## src/hdl/fit_strategy_segment_allocator_unit_defines.svh

```systemverilog
// Assertion macros shared by the segment allocator RTL.
// Included by the files that carry concurrent assertions; no other dependency.
`ifndef FIT_STRATEGY_SEGMENT_ALLOCATOR_UNIT_DEFINES_SVH
`define FIT_STRATEGY_SEGMENT_ALLOCATOR_UNIT_DEFINES_SVH

// Property that must hold at every clock edge outside reset.
`define FSA_ASSERT(lbl, clk, rst_n, prop, msg) \
  lbl: assert property (@(posedge clk) disable iff (!rst_n) (prop)) else $error(msg);

// Consequent that must hold in the cycle after the antecedent.
`define FSA_ASSERT_NEXT(lbl, clk, rst_n, ante, cons, msg) \
  lbl: assert property (@(posedge clk) disable iff (!rst_n) (ante) |=> (cons)) else $error(msg);

`endif

```

## src/hdl/fsa_pkg.sv

```systemverilog
// Shared types, codes and defaults of the segment allocator.
// No dependencies; used by the channel interfaces, controller, datapath and top level.
`timescale 1ns / 1ps

package fsa_pkg;

  // Default sizing of the segment table and the address space.
  localparam int unsigned DEF_MAX_SEGMENTS = 64;
  localparam int unsigned DEF_ADDR_BITS    = 16;

  // Pool size register value after reset, used when ADDR_BITS is at least 16.
  localparam int unsigned POOL_RESET = 65536;

  localparam int unsigned OP_W      = 2;
  localparam int unsigned STATUS_W  = 3;
  localparam int unsigned FIT_W     = 2;
  localparam int unsigned CFG_IDX_W = 2;

  // Operation codes.
  localparam logic [OP_W-1:0] OP_ALLOC = 2'd0;
  localparam logic [OP_W-1:0] OP_FREE  = 2'd1;
  localparam logic [OP_W-1:0] OP_QUERY = 2'd2;

  // Fit strategies.
  localparam logic [FIT_W-1:0] FIT_FIRST = 2'd0;
  localparam logic [FIT_W-1:0] FIT_BEST  = 2'd1;
  localparam logic [FIT_W-1:0] FIT_WORST = 2'd2;
  localparam logic [FIT_W-1:0] FIT_NEXT  = 2'd3;

  // Result status codes.
  localparam logic [STATUS_W-1:0] STAT_OK           = 3'd0;
  localparam logic [STATUS_W-1:0] STAT_NO_FIT       = 3'd1;
  localparam logic [STATUS_W-1:0] STAT_ALREADY_FREE = 3'd2;
  localparam logic [STATUS_W-1:0] STAT_NO_SEGMENT   = 3'd3;
  localparam logic [STATUS_W-1:0] STAT_TABLE_FULL   = 3'd4;
  localparam logic [STATUS_W-1:0] STAT_ZERO_SIZE    = 3'd5;

  // Configuration register indexes.
  localparam logic [CFG_IDX_W-1:0] REG_FIT_STRATEGY = 2'd0;
  localparam logic [CFG_IDX_W-1:0] REG_POOL_SIZE    = 2'd1;

  // Controller states.
  typedef enum logic [4:0] {
    S_INIT,
    S_IDLE,
    S_START,
    S_PICK_RD,
    S_PICK_EV,
    S_PICK_CHK,
    S_UP_CHK,
    S_UP_RD,
    S_UP_WR,
    S_TAIL_WR,
    S_ALLOC_FIN,
    S_FREE_RD,
    S_FREE_EV,
    S_FREE_CHK,
    S_FREE_WR,
    S_DN_CHK,
    S_DN_RD,
    S_DN_WR,
    S_FREE_FIN,
    S_STAT_INIT,
    S_STAT_RD,
    S_STAT_EV,
    S_OUT
  } fsa_state_e;

  // Datapath commands issued by the controller.
  typedef enum logic [3:0] {
    CMD_NONE,
    CMD_INIT,
    CMD_LOAD,
    CMD_PICK_EV,
    CMD_PICK_CHK,
    CMD_UP_WR,
    CMD_TAIL_WR,
    CMD_ALLOC_FIN,
    CMD_FREE_EV,
    CMD_FREE_CHK,
    CMD_FREE_WR,
    CMD_DN_WR,
    CMD_FREE_FIN,
    CMD_STAT_INIT,
    CMD_STAT_EV,
    CMD_OUT
  } fsa_cmd_e;

  // Datapath status seen by the controller.
  typedef struct packed {
    logic [OP_W-1:0] op;
    logic            want_zero;
    logic            last;
    logic            pick_stop;
    logic            pick_found;
    logic            pick_full;
    logic            pick_split;
    logic            up_more;
    logic            free_stop;
    logic            free_found;
    logic            dn_more;
    logic            out_free;
  } fsa_dp_status_t;

endpackage

```

## src/hdl/fsa_channel_if.sv

```systemverilog
// Valid/ready channel interfaces for allocator requests and results.
// Depends on fsa_pkg for code widths and default sizing.
`timescale 1ns / 1ps

interface fsa_req_if #(
  parameter int unsigned ADDR_BITS = fsa_pkg::DEF_ADDR_BITS
);
  logic                      valid;
  logic                      ready;
  logic [fsa_pkg::OP_W-1:0]  operation;
  logic [ADDR_BITS:0]        req_size;
  logic [ADDR_BITS-1:0]      req_address;

  modport source (output valid, operation, req_size, req_address, input ready);
  modport sink (input valid, operation, req_size, req_address, output ready);
endinterface

interface fsa_rsp_if #(
  parameter int unsigned ADDR_BITS    = fsa_pkg::DEF_ADDR_BITS,
  parameter int unsigned MAX_SEGMENTS = fsa_pkg::DEF_MAX_SEGMENTS
);
  localparam int unsigned CNT_W = $clog2(MAX_SEGMENTS + 1);

  logic                          valid;
  logic                          ready;
  logic [fsa_pkg::STATUS_W-1:0]  status;
  logic [ADDR_BITS-1:0]          granted_address;
  logic                          is_allocated;
  logic [CNT_W-1:0]              hole_count;
  logic [ADDR_BITS:0]            allocated_bytes;
  logic [ADDR_BITS:0]            free_bytes;
  logic [ADDR_BITS:0]            largest_free;
  logic [CNT_W-1:0]              small_free_count;

  modport source (output valid, status, granted_address, is_allocated, hole_count,
                  allocated_bytes, free_bytes, largest_free, small_free_count,
                  input ready);
  modport sink (input valid, status, granted_address, is_allocated, hole_count,
                allocated_bytes, free_bytes, largest_free, small_free_count,
                output ready);
endinterface

```

## src/hdl/fsa_ctrl.sv

```systemverilog
// Sequencing state machine of the segment allocator.
// Depends on fsa_pkg; drives fsa_dpath through commands and reads its status.
`timescale 1ns / 1ps

module fsa_ctrl (
  input  logic                    clk_i,
  input  logic                    rst_ni,
  input  logic                    req_valid_i,
  output logic                    req_ready_o,
  input  fsa_pkg::fsa_dp_status_t dp_status_i,
  output fsa_pkg::fsa_cmd_e       cmd_o
);
  import fsa_pkg::*;

  fsa_state_e state_q, state_d;

  // State register.
  always_ff @(posedge clk_i or negedge rst_ni) begin
    if (!rst_ni) begin
      state_q <= S_INIT;
    end else begin
      state_q <= state_d;
    end
  end

  // Next state.
  always_comb begin
    state_d = state_q;
    unique case (state_q)
      S_INIT:      state_d = S_IDLE;
      S_IDLE:      if (req_valid_i) state_d = S_START;
      S_START: begin
        case (dp_status_i.op)
          OP_ALLOC: state_d = dp_status_i.want_zero ? S_STAT_INIT : S_PICK_RD;
          OP_FREE:  state_d = S_FREE_RD;
          default:  state_d = S_STAT_INIT;
        endcase
      end
      S_PICK_RD:   state_d = S_PICK_EV;
      S_PICK_EV: begin
        state_d = (dp_status_i.pick_stop || dp_status_i.last) ? S_PICK_CHK : S_PICK_RD;
      end
      S_PICK_CHK: begin
        if (!dp_status_i.pick_found || dp_status_i.pick_full) begin
          state_d = S_STAT_INIT;
        end else if (dp_status_i.pick_split) begin
          state_d = S_UP_CHK;
        end else begin
          state_d = S_ALLOC_FIN;
        end
      end
      S_UP_CHK:    state_d = dp_status_i.up_more ? S_UP_RD : S_TAIL_WR;
      S_UP_RD:     state_d = S_UP_WR;
      S_UP_WR:     state_d = S_UP_CHK;
      S_TAIL_WR:   state_d = S_ALLOC_FIN;
      S_ALLOC_FIN: state_d = S_STAT_INIT;
      S_FREE_RD:   state_d = S_FREE_EV;
      S_FREE_EV: begin
        state_d = (dp_status_i.free_stop || dp_status_i.last) ? S_FREE_CHK : S_FREE_RD;
      end
      S_FREE_CHK:  state_d = dp_status_i.free_found ? S_FREE_WR : S_STAT_INIT;
      S_FREE_WR:   state_d = S_DN_CHK;
      S_DN_CHK:    state_d = dp_status_i.dn_more ? S_DN_RD : S_FREE_FIN;
      S_DN_RD:     state_d = S_DN_WR;
      S_DN_WR:     state_d = S_DN_CHK;
      S_FREE_FIN:  state_d = S_STAT_INIT;
      S_STAT_INIT: state_d = S_STAT_RD;
      S_STAT_RD:   state_d = S_STAT_EV;
      S_STAT_EV:   state_d = dp_status_i.last ? S_OUT : S_STAT_RD;
      S_OUT:       if (dp_status_i.out_free) state_d = S_IDLE;
      default:     state_d = S_IDLE;
    endcase
  end

  // Command and handshake outputs.
  always_comb begin
    cmd_o       = CMD_NONE;
    req_ready_o = 1'b0;
    unique case (state_q)
      S_INIT:      cmd_o = CMD_INIT;
      S_IDLE: begin
        req_ready_o = 1'b1;
        if (req_valid_i) cmd_o = CMD_LOAD;
      end
      S_PICK_EV:   cmd_o = CMD_PICK_EV;
      S_PICK_CHK:  cmd_o = CMD_PICK_CHK;
      S_UP_WR:     cmd_o = CMD_UP_WR;
      S_TAIL_WR:   cmd_o = CMD_TAIL_WR;
      S_ALLOC_FIN: cmd_o = CMD_ALLOC_FIN;
      S_FREE_EV:   cmd_o = CMD_FREE_EV;
      S_FREE_CHK:  cmd_o = CMD_FREE_CHK;
      S_FREE_WR:   cmd_o = CMD_FREE_WR;
      S_DN_WR:     cmd_o = CMD_DN_WR;
      S_FREE_FIN:  cmd_o = CMD_FREE_FIN;
      S_STAT_INIT: cmd_o = CMD_STAT_INIT;
      S_STAT_EV:   cmd_o = CMD_STAT_EV;
      S_OUT:       if (dp_status_i.out_free) cmd_o = CMD_OUT;
      default:     cmd_o = CMD_NONE;
    endcase
  end

endmodule

```

## src/hdl/fsa_dpath.sv

```systemverilog
// Datapath of the segment allocator: segment table memory, scan registers,
// statistics accumulators, configuration registers and the result register.
// Depends on fsa_pkg and the assertion macros; driven by fsa_ctrl commands.
`timescale 1ns / 1ps
`include "fit_strategy_segment_allocator_unit_defines.svh"

module fsa_dpath #(
  parameter int unsigned MAX_SEGMENTS = fsa_pkg::DEF_MAX_SEGMENTS,
  parameter int unsigned ADDR_BITS    = fsa_pkg::DEF_ADDR_BITS
) (
  input  logic                                 clk_i,
  input  logic                                 rst_ni,
  input  logic                                 cfg_we_i,
  input  logic [fsa_pkg::CFG_IDX_W-1:0]        cfg_idx_i,
  input  logic [ADDR_BITS:0]                   cfg_data_i,
  input  fsa_pkg::fsa_cmd_e                    cmd_i,
  input  logic [fsa_pkg::OP_W-1:0]             in_op_i,
  input  logic [ADDR_BITS:0]                   in_size_i,
  input  logic [ADDR_BITS-1:0]                 in_addr_i,
  output fsa_pkg::fsa_dp_status_t              dp_status_o,
  output logic                                 rsp_valid_o,
  input  logic                                 rsp_ready_i,
  output logic [fsa_pkg::STATUS_W-1:0]         rsp_status_o,
  output logic [ADDR_BITS-1:0]                 rsp_granted_o,
  output logic                                 rsp_is_alloc_o,
  output logic [$clog2(MAX_SEGMENTS+1)-1:0]    rsp_holes_o,
  output logic [ADDR_BITS:0]                   rsp_alloc_bytes_o,
  output logic [ADDR_BITS:0]                   rsp_free_bytes_o,
  output logic [ADDR_BITS:0]                   rsp_largest_o,
  output logic [$clog2(MAX_SEGMENTS+1)-1:0]    rsp_small_o
);
  import fsa_pkg::*;

  localparam int unsigned IDX_W   = $clog2(MAX_SEGMENTS);
  localparam int unsigned CNT_W   = $clog2(MAX_SEGMENTS + 1);
  localparam int unsigned BYTES_W = ADDR_BITS + 1;
  localparam int unsigned WORD_W  = ADDR_BITS + BYTES_W + 1;
  localparam logic [BYTES_W-1:0] POOL_LIMIT = {1'b1, {ADDR_BITS{1'b0}}};
  localparam logic [BYTES_W-1:0] POOL_RST   =
    (ADDR_BITS >= 16) ? BYTES_W'(POOL_RESET) : POOL_LIMIT;
  localparam logic [CNT_W-1:0]   CNT_MAX    = CNT_W'(MAX_SEGMENTS);

  // Segment table: {start, size, used} per entry.
  logic [WORD_W-1:0] mem_q [MAX_SEGMENTS];
  logic [WORD_W-1:0] rdata_q;
  logic              mem_we;
  logic [IDX_W-1:0]  mem_wa;
  logic [WORD_W-1:0] mem_wd;

  // Configuration and table control.
  logic [FIT_W-1:0]   strategy_q;
  logic [BYTES_W-1:0] pool_q;
  logic [CNT_W-1:0]   count_q;
  logic [IDX_W-1:0]   cursor_q;
  logic               out_valid_q;

  // Request and scan registers.
  logic [OP_W-1:0]      op_q;
  logic [BYTES_W-1:0]   want_q;
  logic [ADDR_BITS-1:0] addr_q;
  logic [STATUS_W-1:0]  stat_q;
  logic [ADDR_BITS-1:0] granted_q;
  logic [CNT_W-1:0]     ptr_q;
  logic [CNT_W-1:0]     n_q;
  logic                 found_q;
  logic [IDX_W-1:0]     pick_idx_q;
  logic [BYTES_W-1:0]   pick_size_q;
  logic [ADDR_BITS-1:0] pick_start_q;
  logic                 run_act_q;
  logic [IDX_W-1:0]     run_idx_q;
  logic [ADDR_BITS-1:0] run_addr_q;
  logic [BYTES_W-1:0]   sum_q;
  logic [IDX_W-1:0]     e_q;

  // Statistics.
  logic [CNT_W-1:0]   holes_q;
  logic [BYTES_W-1:0] alloc_q;
  logic [BYTES_W-1:0] free_q;
  logic [BYTES_W-1:0] largest_q;
  logic [CNT_W-1:0]   small_q;
  logic               mark_q;
  logic               mark_found_q;

  // Result register.
  logic [STATUS_W-1:0]  o_stat_q;
  logic [ADDR_BITS-1:0] o_granted_q;
  logic                 o_mark_q;
  logic [CNT_W-1:0]     o_holes_q;
  logic [BYTES_W-1:0]   o_alloc_q;
  logic [BYTES_W-1:0]   o_free_q;
  logic [BYTES_W-1:0]   o_largest_q;
  logic [CNT_W-1:0]     o_small_q;

  // Fields of the entry read in the previous cycle.
  logic [ADDR_BITS-1:0] rd_start;
  logic [BYTES_W-1:0]   rd_size;
  logic                 rd_used;
  assign rd_start = rdata_q[WORD_W-1 -: ADDR_BITS];
  assign rd_size  = rdata_q[BYTES_W:1];
  assign rd_used  = rdata_q[0];

  // Pool size write, saturated to 1 .. 2^ADDR_BITS.
  logic               cfg_init;
  logic [BYTES_W-1:0] cfg_pool;
  logic [BYTES_W-1:0] init_pool;
  always_comb begin
    cfg_init = cfg_we_i && (cfg_idx_i == REG_FIT_STRATEGY || cfg_idx_i == REG_POOL_SIZE);
    if (cfg_data_i == '0) begin
      cfg_pool = BYTES_W'(1);
    end else if (cfg_data_i > POOL_LIMIT) begin
      cfg_pool = POOL_LIMIT;
    end else begin
      cfg_pool = cfg_data_i;
    end
    init_pool = (cfg_we_i && cfg_idx_i == REG_POOL_SIZE) ? cfg_pool : pool_q;
  end

  // Scan decisions on the current entry.
  logic             last;
  logic             fits;
  logic             pick_take;
  logic             first_like;
  logic [CNT_W-1:0] pick_next;
  logic             is_key;
  logic             free_eff;
  logic             split;
  logic [CNT_W-1:0] m_cnt;
  logic [CNT_W-1:0] up_dst;
  logic [CNT_W-1:0] dn_dst;
  logic [CNT_W-1:0] tail_idx;
  logic [CNT_W-1:0] gnt_next;
  logic [CNT_W-1:0] cnt_split;
  logic [IDX_W-1:0] free_cursor;
  always_comb begin
    last       = (n_q == count_q - CNT_W'(1));
    fits       = !rd_used && (rd_size >= want_q);
    first_like = (strategy_q == FIT_FIRST) || (strategy_q == FIT_NEXT);
    pick_take  = fits && (!found_q ||
                 (strategy_q == FIT_BEST  && rd_size < pick_size_q) ||
                 (strategy_q == FIT_WORST && rd_size > pick_size_q));
    if (strategy_q == FIT_NEXT && ptr_q == count_q - CNT_W'(1)) begin
      pick_next = '0;
    end else begin
      pick_next = ptr_q + CNT_W'(1);
    end
    is_key    = !found_q && (rd_start == addr_q);
    free_eff  = !rd_used || is_key;
    split     = (pick_size_q != want_q);
    m_cnt     = CNT_W'(e_q) - CNT_W'(run_idx_q);
    up_dst    = ptr_q + CNT_W'(1);
    dn_dst    = ptr_q - m_cnt;
    tail_idx  = CNT_W'(pick_idx_q) + CNT_W'(1);
    cnt_split = count_q + CNT_W'(split);
    gnt_next  = (tail_idx == cnt_split) ? '0 : tail_idx;
    // Cursor past the merged run shifts down; one inside it moves to the next entry, or wraps to 0.
    if (cursor_q > e_q) begin
      free_cursor = cursor_q - m_cnt[IDX_W-1:0];
    end else if (cursor_q > run_idx_q) begin
      free_cursor = (CNT_W'(e_q) == count_q - CNT_W'(1)) ? '0 : run_idx_q + IDX_W'(1);
    end else begin
      free_cursor = cursor_q;
    end
  end

  // Status to the controller.
  always_comb begin
    dp_status_o.op         = op_q;
    dp_status_o.want_zero  = (want_q == '0);
    dp_status_o.last       = last;
    dp_status_o.pick_stop  = fits && first_like;
    dp_status_o.pick_found = found_q;
    dp_status_o.pick_full  = split && (count_q >= CNT_MAX);
    dp_status_o.pick_split = split;
    dp_status_o.up_more    = ptr_q > CNT_W'(pick_idx_q);
    dp_status_o.free_stop  = found_q && rd_used;
    dp_status_o.free_found = found_q;
    dp_status_o.dn_more    = (m_cnt != '0) && (ptr_q < count_q);
    dp_status_o.out_free   = !out_valid_q || rsp_ready_i;
  end

  // Table write port; a configuration write takes precedence.
  always_comb begin
    mem_we = 1'b0;
    mem_wa = '0;
    mem_wd = '0;
    if (cfg_init) begin
      mem_we = 1'b1;
      mem_wd = {{ADDR_BITS{1'b0}}, init_pool, 1'b0};
    end else begin
      case (cmd_i)
        CMD_INIT: begin
          mem_we = 1'b1;
          mem_wd = {{ADDR_BITS{1'b0}}, pool_q, 1'b0};
        end
        CMD_UP_WR: begin
          mem_we = 1'b1;
          mem_wa = up_dst[IDX_W-1:0];
          mem_wd = rdata_q;
        end
        CMD_TAIL_WR: begin
          mem_we = 1'b1;
          mem_wa = tail_idx[IDX_W-1:0];
          mem_wd = {ADDR_BITS'(pick_start_q + want_q), pick_size_q - want_q, 1'b0};
        end
        CMD_ALLOC_FIN: begin
          mem_we = 1'b1;
          mem_wa = pick_idx_q;
          mem_wd = {pick_start_q, want_q, 1'b1};
        end
        CMD_FREE_WR: begin
          mem_we = 1'b1;
          mem_wa = run_idx_q;
          mem_wd = {run_addr_q, sum_q, 1'b0};
        end
        CMD_DN_WR: begin
          mem_we = 1'b1;
          mem_wa = dn_dst[IDX_W-1:0];
          mem_wd = rdata_q;
        end
        default: mem_we = 1'b0;
      endcase
    end
  end

  // Table memory with registered read at the scan pointer.
  always_ff @(posedge clk_i) begin
    if (mem_we) begin
      mem_q[mem_wa] <= mem_wd;
    end
    rdata_q <= mem_q[ptr_q[IDX_W-1:0]];
  end

  // Configuration, table size, cursor and result handshake.
  always_ff @(posedge clk_i or negedge rst_ni) begin
    if (!rst_ni) begin
      strategy_q  <= FIT_FIRST;
      pool_q      <= POOL_RST;
      count_q     <= CNT_W'(1);
      cursor_q    <= '0;
      out_valid_q <= 1'b0;
    end else begin
      if (cfg_we_i && cfg_idx_i == REG_FIT_STRATEGY) begin
        strategy_q <= cfg_data_i[FIT_W-1:0];
      end
      if (cfg_we_i && cfg_idx_i == REG_POOL_SIZE) begin
        pool_q <= cfg_pool;
      end
      if (cfg_init || cmd_i == CMD_INIT) begin
        count_q  <= CNT_W'(1);
        cursor_q <= '0;
      end else if (cmd_i == CMD_ALLOC_FIN) begin
        count_q  <= cnt_split;
        cursor_q <= gnt_next[IDX_W-1:0];
      end else if (cmd_i == CMD_FREE_WR) begin
        cursor_q <= free_cursor;
      end else if (cmd_i == CMD_FREE_FIN) begin
        count_q <= count_q - m_cnt;
      end
      if (cmd_i == CMD_OUT) begin
        out_valid_q <= 1'b1;
      end else if (rsp_ready_i) begin
        out_valid_q <= 1'b0;
      end
    end
  end

  // Request capture, scans and statistics.
  always_ff @(posedge clk_i) begin
    case (cmd_i)
      CMD_LOAD: begin
        op_q      <= in_op_i;
        want_q    <= in_size_i;
        addr_q    <= in_addr_i;
        n_q       <= '0;
        found_q   <= 1'b0;
        run_act_q <= 1'b0;
        granted_q <= '0;
        if (in_op_i == OP_ALLOC && strategy_q == FIT_NEXT && CNT_W'(cursor_q) < count_q) begin
          ptr_q <= CNT_W'(cursor_q);
        end else begin
          ptr_q <= '0;
        end
        stat_q <= (in_op_i == OP_ALLOC && in_size_i == '0) ? STAT_ZERO_SIZE : STAT_OK;
      end
      CMD_PICK_EV: begin
        if (pick_take) begin
          found_q      <= 1'b1;
          pick_idx_q   <= ptr_q[IDX_W-1:0];
          pick_size_q  <= rd_size;
          pick_start_q <= rd_start;
        end
        ptr_q <= pick_next;
        n_q   <= n_q + CNT_W'(1);
      end
      CMD_PICK_CHK: begin
        if (!found_q) begin
          stat_q <= STAT_NO_FIT;
        end else if (split && count_q >= CNT_MAX) begin
          stat_q <= STAT_TABLE_FULL;
        end
        ptr_q <= count_q - CNT_W'(1);
      end
      CMD_UP_WR: begin
        ptr_q <= ptr_q - CNT_W'(1);
      end
      CMD_ALLOC_FIN: begin
        granted_q <= pick_start_q;
      end
      CMD_FREE_EV: begin
        if (!found_q) begin
          // Track the free run that will hold the freed entry.
          if (free_eff) begin
            if (run_act_q) begin
              sum_q <= sum_q + rd_size;
            end else begin
              run_idx_q  <= ptr_q[IDX_W-1:0];
              run_addr_q <= rd_start;
              sum_q      <= rd_size;
            end
            run_act_q <= 1'b1;
          end else begin
            run_act_q <= 1'b0;
          end
          if (is_key) begin
            found_q <= 1'b1;
            e_q     <= ptr_q[IDX_W-1:0];
            stat_q  <= rd_used ? STAT_OK : STAT_ALREADY_FREE;
          end
        end else if (!rd_used) begin
          sum_q <= sum_q + rd_size;
          e_q   <= ptr_q[IDX_W-1:0];
        end
        ptr_q <= ptr_q + CNT_W'(1);
        n_q   <= n_q + CNT_W'(1);
      end
      CMD_FREE_CHK: begin
        if (!found_q) begin
          stat_q <= STAT_NO_SEGMENT;
        end
      end
      CMD_FREE_WR: begin
        ptr_q <= CNT_W'(e_q) + CNT_W'(1);
      end
      CMD_DN_WR: begin
        ptr_q <= ptr_q + CNT_W'(1);
      end
      CMD_STAT_INIT: begin
        ptr_q        <= '0;
        n_q          <= '0;
        holes_q      <= '0;
        alloc_q      <= '0;
        free_q       <= '0;
        largest_q    <= '0;
        small_q      <= '0;
        mark_q       <= 1'b0;
        mark_found_q <= 1'b0;
      end
      CMD_STAT_EV: begin
        if (rd_used) begin
          alloc_q <= alloc_q + rd_size;
        end else begin
          holes_q <= holes_q + CNT_W'(1);
          free_q  <= free_q + rd_size;
          if (rd_size > largest_q) begin
            largest_q <= rd_size;
          end
          if (op_q == OP_QUERY && rd_size <= want_q) begin
            small_q <= small_q + CNT_W'(1);
          end
        end
        if (op_q == OP_QUERY && !mark_found_q && rd_start == addr_q) begin
          mark_q       <= rd_used;
          mark_found_q <= 1'b1;
        end
        ptr_q <= ptr_q + CNT_W'(1);
        n_q   <= n_q + CNT_W'(1);
      end
      CMD_OUT: begin
        o_stat_q    <= stat_q;
        o_granted_q <= granted_q;
        o_mark_q    <= mark_q;
        o_holes_q   <= holes_q;
        o_alloc_q   <= alloc_q;
        o_free_q    <= free_q;
        o_largest_q <= largest_q;
        o_small_q   <= small_q;
      end
      default: begin
        ptr_q <= ptr_q;
      end
    endcase
  end

  assign rsp_valid_o       = out_valid_q;
  assign rsp_status_o      = o_stat_q;
  assign rsp_granted_o     = o_granted_q;
  assign rsp_is_alloc_o    = o_mark_q;
  assign rsp_holes_o       = o_holes_q;
  assign rsp_alloc_bytes_o = o_alloc_q;
  assign rsp_free_bytes_o  = o_free_q;
  assign rsp_largest_o     = o_largest_q;
  assign rsp_small_o       = o_small_q;

  // The table always holds between one and MAX_SEGMENTS entries.
  `FSA_ASSERT(a_count_range, clk_i, rst_ni, (count_q != '0) && (count_q <= CNT_MAX), "segment count out of range")
  // The next-fit cursor always names a live entry.
  `FSA_ASSERT(a_cursor_live, clk_i, rst_ni, CNT_W'(cursor_q) < count_q, "next-fit cursor beyond table")
  // Writes never land past the first unused entry.
  `FSA_ASSERT(a_write_bound, clk_i, rst_ni, !mem_we || (CNT_W'(mem_wa) <= count_q), "table write beyond end")

endmodule

```

## src/hdl/fit_strategy_segment_allocator_unit.sv

```systemverilog
// Top level of the segment allocator: controller, datapath and channel wiring.
// Depends on fsa_pkg, fsa_req_if, fsa_rsp_if, fsa_ctrl and fsa_dpath.
`timescale 1ns / 1ps

// Segment allocator with first, best, worst and next fit over an
// address-ordered table of up to MAX_SEGMENTS segments held in a memory with
// one write port and a registered read port. One request is handled at a time.
// Each table entry visited is read, then evaluated: an allocate scans the
// entries to pick a hole and moves entries up for a split, a free scans to
// locate and merge the segment and moves entries down, and every request ends
// with a statistics pass over the table. The result sits in an output
// register, so the next request is accepted while an earlier result waits.
// After reset, and after a write to either configuration register, the table
// holds one free segment covering the pool; after reset it is rebuilt in the
// S_INIT state.
module fit_strategy_segment_allocator_unit #(
  parameter int unsigned MAX_SEGMENTS = fsa_pkg::DEF_MAX_SEGMENTS,
  parameter int unsigned ADDR_BITS    = fsa_pkg::DEF_ADDR_BITS
) (
  input  logic                          clk_i,
  input  logic                          rst_ni,
  input  logic                          cfg_we_i,
  input  logic [fsa_pkg::CFG_IDX_W-1:0] cfg_idx_i,
  input  logic [ADDR_BITS:0]            cfg_data_i,
  fsa_req_if.sink                       req,
  fsa_rsp_if.source                     rsp
);
  import fsa_pkg::*;

  fsa_cmd_e       cmd;
  fsa_dp_status_t dp_status;

  // Sequencer.
  fsa_ctrl u_ctrl (
    .clk_i       (clk_i),
    .rst_ni      (rst_ni),
    .req_valid_i (req.valid),
    .req_ready_o (req.ready),
    .dp_status_i (dp_status),
    .cmd_o       (cmd)
  );

  // Table, scans and result register.
  fsa_dpath #(
    .MAX_SEGMENTS (MAX_SEGMENTS),
    .ADDR_BITS    (ADDR_BITS)
  ) u_dpath (
    .clk_i             (clk_i),
    .rst_ni            (rst_ni),
    .cfg_we_i          (cfg_we_i),
    .cfg_idx_i         (cfg_idx_i),
    .cfg_data_i        (cfg_data_i),
    .cmd_i             (cmd),
    .in_op_i           (req.operation),
    .in_size_i         (req.req_size),
    .in_addr_i         (req.req_address),
    .dp_status_o       (dp_status),
    .rsp_valid_o       (rsp.valid),
    .rsp_ready_i       (rsp.ready),
    .rsp_status_o      (rsp.status),
    .rsp_granted_o     (rsp.granted_address),
    .rsp_is_alloc_o    (rsp.is_allocated),
    .rsp_holes_o       (rsp.hole_count),
    .rsp_alloc_bytes_o (rsp.allocated_bytes),
    .rsp_free_bytes_o  (rsp.free_bytes),
    .rsp_largest_o     (rsp.largest_free),
    .rsp_small_o       (rsp.small_free_count)
  );

endmodule
```

## src/flat_wrapper.sv

```systemverilog
// flat-port wrapper written by rule: the top's interface ports become plain ports
module fit_strategy_segment_allocator_unit_flat import fsa_pkg::*;
#(
  parameter int unsigned MAX_SEGMENTS = fsa_pkg::DEF_MAX_SEGMENTS,
  parameter int unsigned ADDR_BITS    = fsa_pkg::DEF_ADDR_BITS
)
  (clk_i, rst_ni, cfg_we_i, cfg_idx_i, cfg_data_i, req_valid, req_operation, req_req_size, req_req_address, req_ready, rsp_valid, rsp_status, rsp_granted_address, rsp_is_allocated, rsp_hole_count, rsp_allocated_bytes, rsp_free_bytes, rsp_largest_free, rsp_small_free_count, rsp_ready);
  fsa_req_if #(.ADDR_BITS(ADDR_BITS)) req_i ();
  fsa_rsp_if #(.ADDR_BITS(ADDR_BITS), .MAX_SEGMENTS(MAX_SEGMENTS)) rsp_i ();
  input  logic clk_i;
  input  logic rst_ni;
  input  logic cfg_we_i;
  input  logic [fsa_pkg::CFG_IDX_W-1:0] cfg_idx_i;
  input  logic [ADDR_BITS:0] cfg_data_i;
  input wire logic [$bits(req_i.valid)-1:0] req_valid;
  input wire logic [$bits(req_i.operation)-1:0] req_operation;
  input wire logic [$bits(req_i.req_size)-1:0] req_req_size;
  input wire logic [$bits(req_i.req_address)-1:0] req_req_address;
  output wire logic [$bits(req_i.ready)-1:0] req_ready;
  output wire logic [$bits(rsp_i.valid)-1:0] rsp_valid;
  output wire logic [$bits(rsp_i.status)-1:0] rsp_status;
  output wire logic [$bits(rsp_i.granted_address)-1:0] rsp_granted_address;
  output wire logic [$bits(rsp_i.is_allocated)-1:0] rsp_is_allocated;
  output wire logic [$bits(rsp_i.hole_count)-1:0] rsp_hole_count;
  output wire logic [$bits(rsp_i.allocated_bytes)-1:0] rsp_allocated_bytes;
  output wire logic [$bits(rsp_i.free_bytes)-1:0] rsp_free_bytes;
  output wire logic [$bits(rsp_i.largest_free)-1:0] rsp_largest_free;
  output wire logic [$bits(rsp_i.small_free_count)-1:0] rsp_small_free_count;
  input wire logic [$bits(rsp_i.ready)-1:0] rsp_ready;
  assign req_i.valid = req_valid;
  assign req_i.operation = req_operation;
  assign req_i.req_size = req_req_size;
  assign req_i.req_address = req_req_address;
  assign req_ready = req_i.ready;
  assign rsp_valid = rsp_i.valid;
  assign rsp_status = rsp_i.status;
  assign rsp_granted_address = rsp_i.granted_address;
  assign rsp_is_allocated = rsp_i.is_allocated;
  assign rsp_hole_count = rsp_i.hole_count;
  assign rsp_allocated_bytes = rsp_i.allocated_bytes;
  assign rsp_free_bytes = rsp_i.free_bytes;
  assign rsp_largest_free = rsp_i.largest_free;
  assign rsp_small_free_count = rsp_i.small_free_count;
  assign rsp_i.ready = rsp_ready;
  fit_strategy_segment_allocator_unit #(.MAX_SEGMENTS(MAX_SEGMENTS), .ADDR_BITS(ADDR_BITS)) u_core (.clk_i(clk_i), .rst_ni(rst_ni), .cfg_we_i(cfg_we_i), .cfg_idx_i(cfg_idx_i), .cfg_data_i(cfg_data_i), .req(req_i), .rsp(rsp_i));
endmodule
```

## config.mk

```make
export PLATFORM = sky130hd
export DESIGN_NAME = fit_strategy_segment_allocator_unit_flat
export DESIGN_NICKNAME = d
export VERILOG_FILES = /design/src/hdl/fsa_pkg.sv /design/src/hdl/fsa_channel_if.sv /design/src/hdl/fsa_ctrl.sv /design/src/hdl/fsa_dpath.sv /design/src/hdl/fit_strategy_segment_allocator_unit.sv /design/src/flat_wrapper.sv
export VERILOG_INCLUDE_DIRS = /design/src /design/src/hdl
export SDC_FILE = /design/constraint.sdc
export NUM_CORES = 2
export LEC_CHECK = 0
export BUFFER_PORTS_ARGS = -buffer_cell sky130_fd_sc_hd__buf_2
export CORE_MARGIN = 2
export CORE_UTILIZATION = 50
export CTS_CLUSTER_DIAMETER = 80
export DETAILED_ROUTE_END_ITERATION = 16
export GPL_ROUTABILITY_DRIVEN = 0
export PLACE_DENSITY = 0.66
export REMOVE_ABC_BUFFERS = 1
export SYNTH_ARGS = -nofsm -noshare
export SYNTH_HDL_FRONTEND = slang
export SYNTH_SLANG_ARGS = --single-unit
```

## constraint.sdc

```tcl
create_clock -name clk_i -period 8.7 [get_ports clk_i]
set_input_delay 0.87 -clock clk_i [delete_from_list [all_inputs] [get_ports clk_i]]
set_output_delay 0.87 -clock clk_i [all_outputs]
set_load 0.03 [all_outputs]
```

# After elaboration in Yosys (flattened, before gate mapping)
# Memory sizes are Yosys's and may differ from the RTL's. A register that Yosys moved wholly into a read port is not among the register bits.
# Cells that the tools add are included.
[op_classes]
div = 0
shift = 0
order_cmp = 12
n_mul = 0
n_bitwise = 2
addsub = 19
n_mux = 84
n_eq_ne = 63
reduce_logical = 77
[op_table]
columns = ["operator", "n"]
rows = [
  ["17-bit 2-to-1 mux", 11],
  ["34-bit case mux with 5 select lines", 1],
  ["17-bit case mux with 2 select lines", 3],
  ["5-bit case mux with 20 select lines", 1],
  ["6-bit 2-to-1 mux", 12],
  ["4-bit case mux with 15 select lines", 1],
  ["7-bit 2-to-1 mux", 8],
  ["17-bit adder", 3],
  ["17-bit zero test", 3],
  ["7-bit case mux with 7 select lines", 1],
  ["7-bit case mux with 2 select lines", 3],
  ["5-bit by 4-bit == test with 1-bit output, second input constant", 8],
  ["5-bit == test, second input constant", 7],
  ["17-bit > comparator", 2],
  ["34-bit 2-to-1 mux", 1],
  ["4-bit == test, second input constant", 8],
  ["16-bit case mux with 2 select lines", 1],
  ["6-bit case mux with 5 select lines", 1],
  ["7-bit by 1-bit adder with 7-bit output, second input constant", 4],
  ["5-bit 2-to-1 mux", 5],
  ["3-bit 2-to-1 mux", 8],
  ["2-bit inequality test, second input constant", 11],
  ["7-bit == test", 3],
  ["5-bit by 3-bit == test with 1-bit output, second input constant", 4],
  ["55 further kinds", 147],
]
[totals]
latchBits = 0
reg_bits = 344
ram_bits = 2176
mem_bits_ro = 0
memories = 1
[mem_list]
columns = ["name", "depth", "width", "read_ports", "rd_clocked_by_memory_dff", "wr", "line_no", "rtl"]
rows = [
  ["u_core.u_dpath.mem_q", 64, 34, 1, 1, 1, "fsa_dpath.sv:44", "logic [WORD_W-1:0] mem_q [MAX_SEGMENTS];"],
]

# Logic depth before layout (Yosys ltp)
[logic_depth]
ltp_word = 10
ltp_mapped = 16

# Modules after synthesis
# A second synthesis with hierarchy kept.
[unflattened]
hier_cells = 5993
area_unflattened_um2 = 106253.2
[modules_own_cells]
columns = ["mod", "seq_area_each_um2", "n_inst", "cells_per_inst", "area_each_um2"]
rows = [
  ["fsa_dpath", 76040.4, 1, 5883, 105530.0],
  ["fsa_ctrl", 125.1, 1, 110, 723.2],
]

# Worst setup path after synthesis
# OpenSTA, ideal clock, no wires.
[synth_path]
path_type = "reg2reg"
from = "reg u_core.u_dpath.ptr_q[0]"
to = "mem u_core.u_dpath.mem_q[3][0] (netlist bit), enable pin"
setup_time_ns = 0.467
slack_ns = 2.874
path_buffers = 5
arrival_ns = 5.358
required_time_ns = 8.233
path_stages_with_launch = 16
synth_period_minus_slack_ns = 5.826
cell_sequence = "edfxtp_1 -> clkbuf_1 -> buf_2 -> buf_2 -> buf_1 -> inv_1 -> ha_1 -> inv_1 -> a21o_1 -> a21o_1 -> a221oi_1 -> o311a_1 -> a211oi_4 -> nor2_2 -> buf_6 -> nor3_1"
[synth_between]
elab_chain_cells = 3
elab_cells_between_ends = 4
cone_classes = "2 x add/sub; 2 x mux"
[synth_rtl]
columns = ["element", "line_no", "rtl"]
rows = [
  ["start: declaration", "fsa_dpath.sv:63", "logic [CNT_W-1:0] ptr_q;"],
  ["start signal: assignment", "fsa_dpath.sv:279", "ptr_q <= CNT_W'(cursor_q);"],
  ["start signal: assignment", "fsa_dpath.sv:292", "ptr_q <= pick_next;"],
  ["start signal: assignment", "fsa_dpath.sv:301", "ptr_q <= count_q - CNT_W'(1);"],
  ["7-bit by 1-bit adder with 7-bit output or 6-bit subtractor (tied branches)", "n/a", ""],
  ["6-bit case mux with 5 select lines (*)", "fsa_dpath.sv:190", "case (cmd_i)"],
  ["6-bit 2-to-1 mux (*)", "fsa_dpath.sv:186", "if (cfg_init) begin"],
  ["end: declaration", "fsa_dpath.sv:44", ""],
]
# Mark *: on every way between the ends. The rest lies on a longest branch, timed or not.

# Final worst setup path
[layout_path]
from = "reg u_core.u_dpath.e_q[0]"
to = "mem u_core.u_dpath.mem_q[43][12] (netlist bit), enable pin"
[layout_between]
elab_chain_cells = 4
[layout_rtl]
columns = ["element", "line_no", "rtl"]
rows = [
  ["start: declaration", "fsa_dpath.sv:73", "logic [IDX_W-1:0] e_q;"],
  ["start signal: assignment", "fsa_dpath.sv:326", "e_q <= ptr_q[IDX_W-1:0];"],
  ["start signal: assignment", "fsa_dpath.sv:331", "e_q <= ptr_q[IDX_W-1:0];"],
  ["6-bit by 6-bit subtractor with 7-bit output", "fsa_dpath.sv:149", "m_cnt = CNT_W'(e_q) - CNT_W'(run_idx_q);"],
  ["6-bit subtractor", "fsa_dpath.sv:151", "dn_dst = ptr_q - m_cnt;"],
  ["6-bit case mux with 5 select lines", "fsa_dpath.sv:190", ""],
  ["6-bit 2-to-1 mux", "fsa_dpath.sv:186", ""],
]
# Every way passes these cells.

==> out/qor.csv <==
metric;value;unit
fin_nets;5814;
crit_arrival;6160;ps
drt_iter0_markers;7596;
avgRoutedWirePerCell;33.63;microns
worstHoldPathType;in2reg;
hp-start;req_req_address[1];
clock_skew;33.07;ps
yosysSeqAreaShare;72.58;%
grt_pass1_wl;407400;microns
antenna_found_initial;6;
cp.required;9200;ps
ys_ff_latch;2554;
cts_tree;done;
rsz0062_at_grt;no;
synthMuxAreaShare;15.44;%
setup.worst_path.start;u_core.u_dpath.e_q[0]$_DFFE_PP_;
final_cells;8577;
grt_overflow_total;0;
synth_edf_count;2482;
drc_errors;0;
routed_wl;288500;microns
drt_pre_antenna_iters;7;
drive_gt1_share;26.69;%
fp.dieH;462.1;microns
worst_slew_pin_slew;1369;ps
die_area;213600;sq um
cts.sinks;2554;
postSynthCellCount;5233;
core;209200;sq um
grt_pass1_vias;54240;
initial_utilization;50.18;%
layout_common_cells;edfxtp_1, mux4_2, clkbuf_16, ha_1, buf_4;
insertion_delay;890;ps
ys_async_sr_fraction;1.488;%
slowest_delay;900;ps
slew_headroom;8.748;%
slowest_stage;xnor2_1;
synth_area_per_cell;20.05;sq um
cp_cell_sequence;inv_1, ha_1, fa_1, nand2b_1, a21oi_2, xnor2_1, a221oi_1, nor3_1, a211o_1, buf_4, nand2_4, nor3_2, buf_4;
p_leak;0.03931;uW
dominantRegCellSynth;edfxtp_1;
cts_buffers;240;
fillers;15270;
p_per_area;321.8;nW/um^2
peakVddDrop;0.0002903;V
critPathCaptureType;flop;
setup_viol;0;
grt_max_degree;141;
synth_compound_area_share;3.522;%
synth-xor-area-share;1.401;%
cts_setup_buffers;0;
synthAdderAreaFrac;2.485;%
synth_top_family_by_area;multiplexers;
drv_cap;0;
cts.clk_slew.worst_paths;60;ps
vias;55480;
layout_commonest_cell;edfxtp_1;
synth-simple-area-share;3.218;%
timing.rr.start;u_core.u_dpath.e_q[0]$_DFFE_PP_;
startpoint_type;flop;
rows;168;
antenna_left;0;
grt_use_total;27.11;%
viasPerCell;6.468;
hold_buffers;0;
path_max_fanout;28;
status;finished, final reports clean;
setup-tns-final;0;ps
cpMostUsedCell;buf_4;
htreeDepth;4;
num_io_pins;146;
syn2layout_area_growth;13.13;%
maxSlewViolCount;0;
post-dp-hpwl;170300;microns
syn_area;104900;sq um
max_freq;0.1769;GHz
root_buffer;clkbuf_16;
ctsResizeCount;0;
placed_cells;8119;
die_w;462.1;microns
fin_crit_sh;64.99;%
layout_min_cycle_time;5654;ps
yosys.cell_types.count;91;
ys_warn_count;0;
cts_max_path_buffers;3;
hold_viol_final;0;
critPathKind;reg2reg;
port_buffers;145;
## Yosys cell counts (49+ instances only)
library cell / n / area [sq um]
nor2_1: 179 / 671.9
inv_1: 123 / 461.7
edfxtp_1: 2482 / 74530
ha_1: 190 / 2377
nor3_1: 65 / 325.3
a21oi_1: 142 / 710.7
nand2_1: 120 / 450.4
xnor2_1: 91 / 797.0
clkbuf_1: 141 / 529.3
buf_1: 53 / 198.9
a21o_1: 49 / 367.9
o21ai_0: 101 / 505.5
nand3_1: 74 / 370.4
mux4_2: 714 / 16080
xor2_1: 69 / 604.3
## power by group
group / switching (uW) / leakage (uW) / internal [uW] / total (uW)
Combinational: 6870 / 0.0113 / 5040 / 11900
Clock: 4620 / 0.00400 / 6270 / 10900
Sequential: 537 / 0.0241 / 14900 / 15400
## area by class of cell
| cell class | instances | area, sq um | area share (%) |
|---|---|---|---|
| clock buffer | 310 | 6502 | 5.477 |
| multi-input combinational | 2319 | 28180 | 23.74 |
| timing repair buffer | 318 | 2137 | 1.800 |
| sequential | 2554 | 76170 | 64.15 |
| inverter | 123 | 461.7 | 0.3889 |
| clock inverter | 145 | 1758 | 1.481 |
| antenna | 3 | 7.507 | 0.006323 |
| tap | 2805 | 3510 | 2.956 |
## per-layer routing
metal  global-route usage (%)  vias up  part of all wire [%]
met3                    4.581      488                   8.6
met4                    9.729        2                   3.8
met1                    37.97    29600                    39
li1                         -    22430                     -
met2                    43.31     2958                    48
met5                        0        -                0.0045
## final timing paths
path	endpoint	slack [ps]	cells after the start
max	u_core.u_dpath.mem_q[43][12]$_DFFE_PP_	3050	13
min	u_core.u_dpath.addr_q[1]$_DFFE_PP_	150	1
max reg2reg	u_core.u_dpath.mem_q[43][12]$_DFFE_PP_	3050	13
min reg2reg	u_core.u_dpath.rsp_granted_o[3]$_DFFE_PP_	420	0
max in group asynchronous	u_core.u_dpath.pool_q[8]$_DFF_PN0_	7820	1
min in group asynchronous	u_core.u_dpath.rsp_valid_o$_DFFE_PN0P_	180	1
## sequential cells by signal (all words and copies together) (netlist names), 16 cells and up
name / cells
u_core.u_dpath.pool_q: 17
u_core.u_dpath.rdata_q: 34
u_core.u_dpath.free_q: 17
u_core.u_dpath.granted_q: 16
u_core.u_dpath.rsp_free_bytes_o: 17
u_core.u_dpath.rsp_largest_o: 17
u_core.u_dpath.rsp_granted_o: 16
u_core.u_dpath.rsp_alloc_bytes_o: 17
u_core.u_dpath.want_q: 17
u_core.u_dpath.pick_start_q: 16
u_core.u_dpath.addr_q: 16
u_core.u_dpath.alloc_q: 17
u_core.u_dpath.pick_size_q: 17
u_core.u_dpath.run_addr_q: 16
u_core.u_dpath.mem_q: 2176
u_core.u_dpath.sum_q: 17
u_core.u_dpath.largest_q: 17
## logic make-up (layout without fill, tap and decap cells)
kind of cell,count (synthesis),after routing
compound gates,553,553
xor+xnor,163,163
fa+ha+maj,204,204
buf+inv,360,896
flops,2554,2554
mux,726,726
other cells,0,3
simple gates,673,673
## metrics by stage
step	worst slack (ps)	hold slack [ps]	instance area (sq um)	total power, uW	util, %
after floorplan	-19100	400.3	104000	24500	-
after detailed placement	3117	411.7	110500	27490	52.81
after global placement	3225	409.5	110500	27350	52.81
after global routing	2796	123.0	118700	39490	56.76
final	3046	150.6	118700	38200	56.76
after CTS	3086	90.27	118700	38290	56.76
## worst max-delay path: cells and delay by family, from the launching register on
family | cells | cell delay [ps]
compound gates | 3 | 630
flops | 1 | 480
buf+inv | 3 | 1250
simple gates | 4 | 1500
fa+ha+maj | 2 | 420
xor+xnor | 1 | 900
Note: power is estimated with default switching activity, not from simulation.
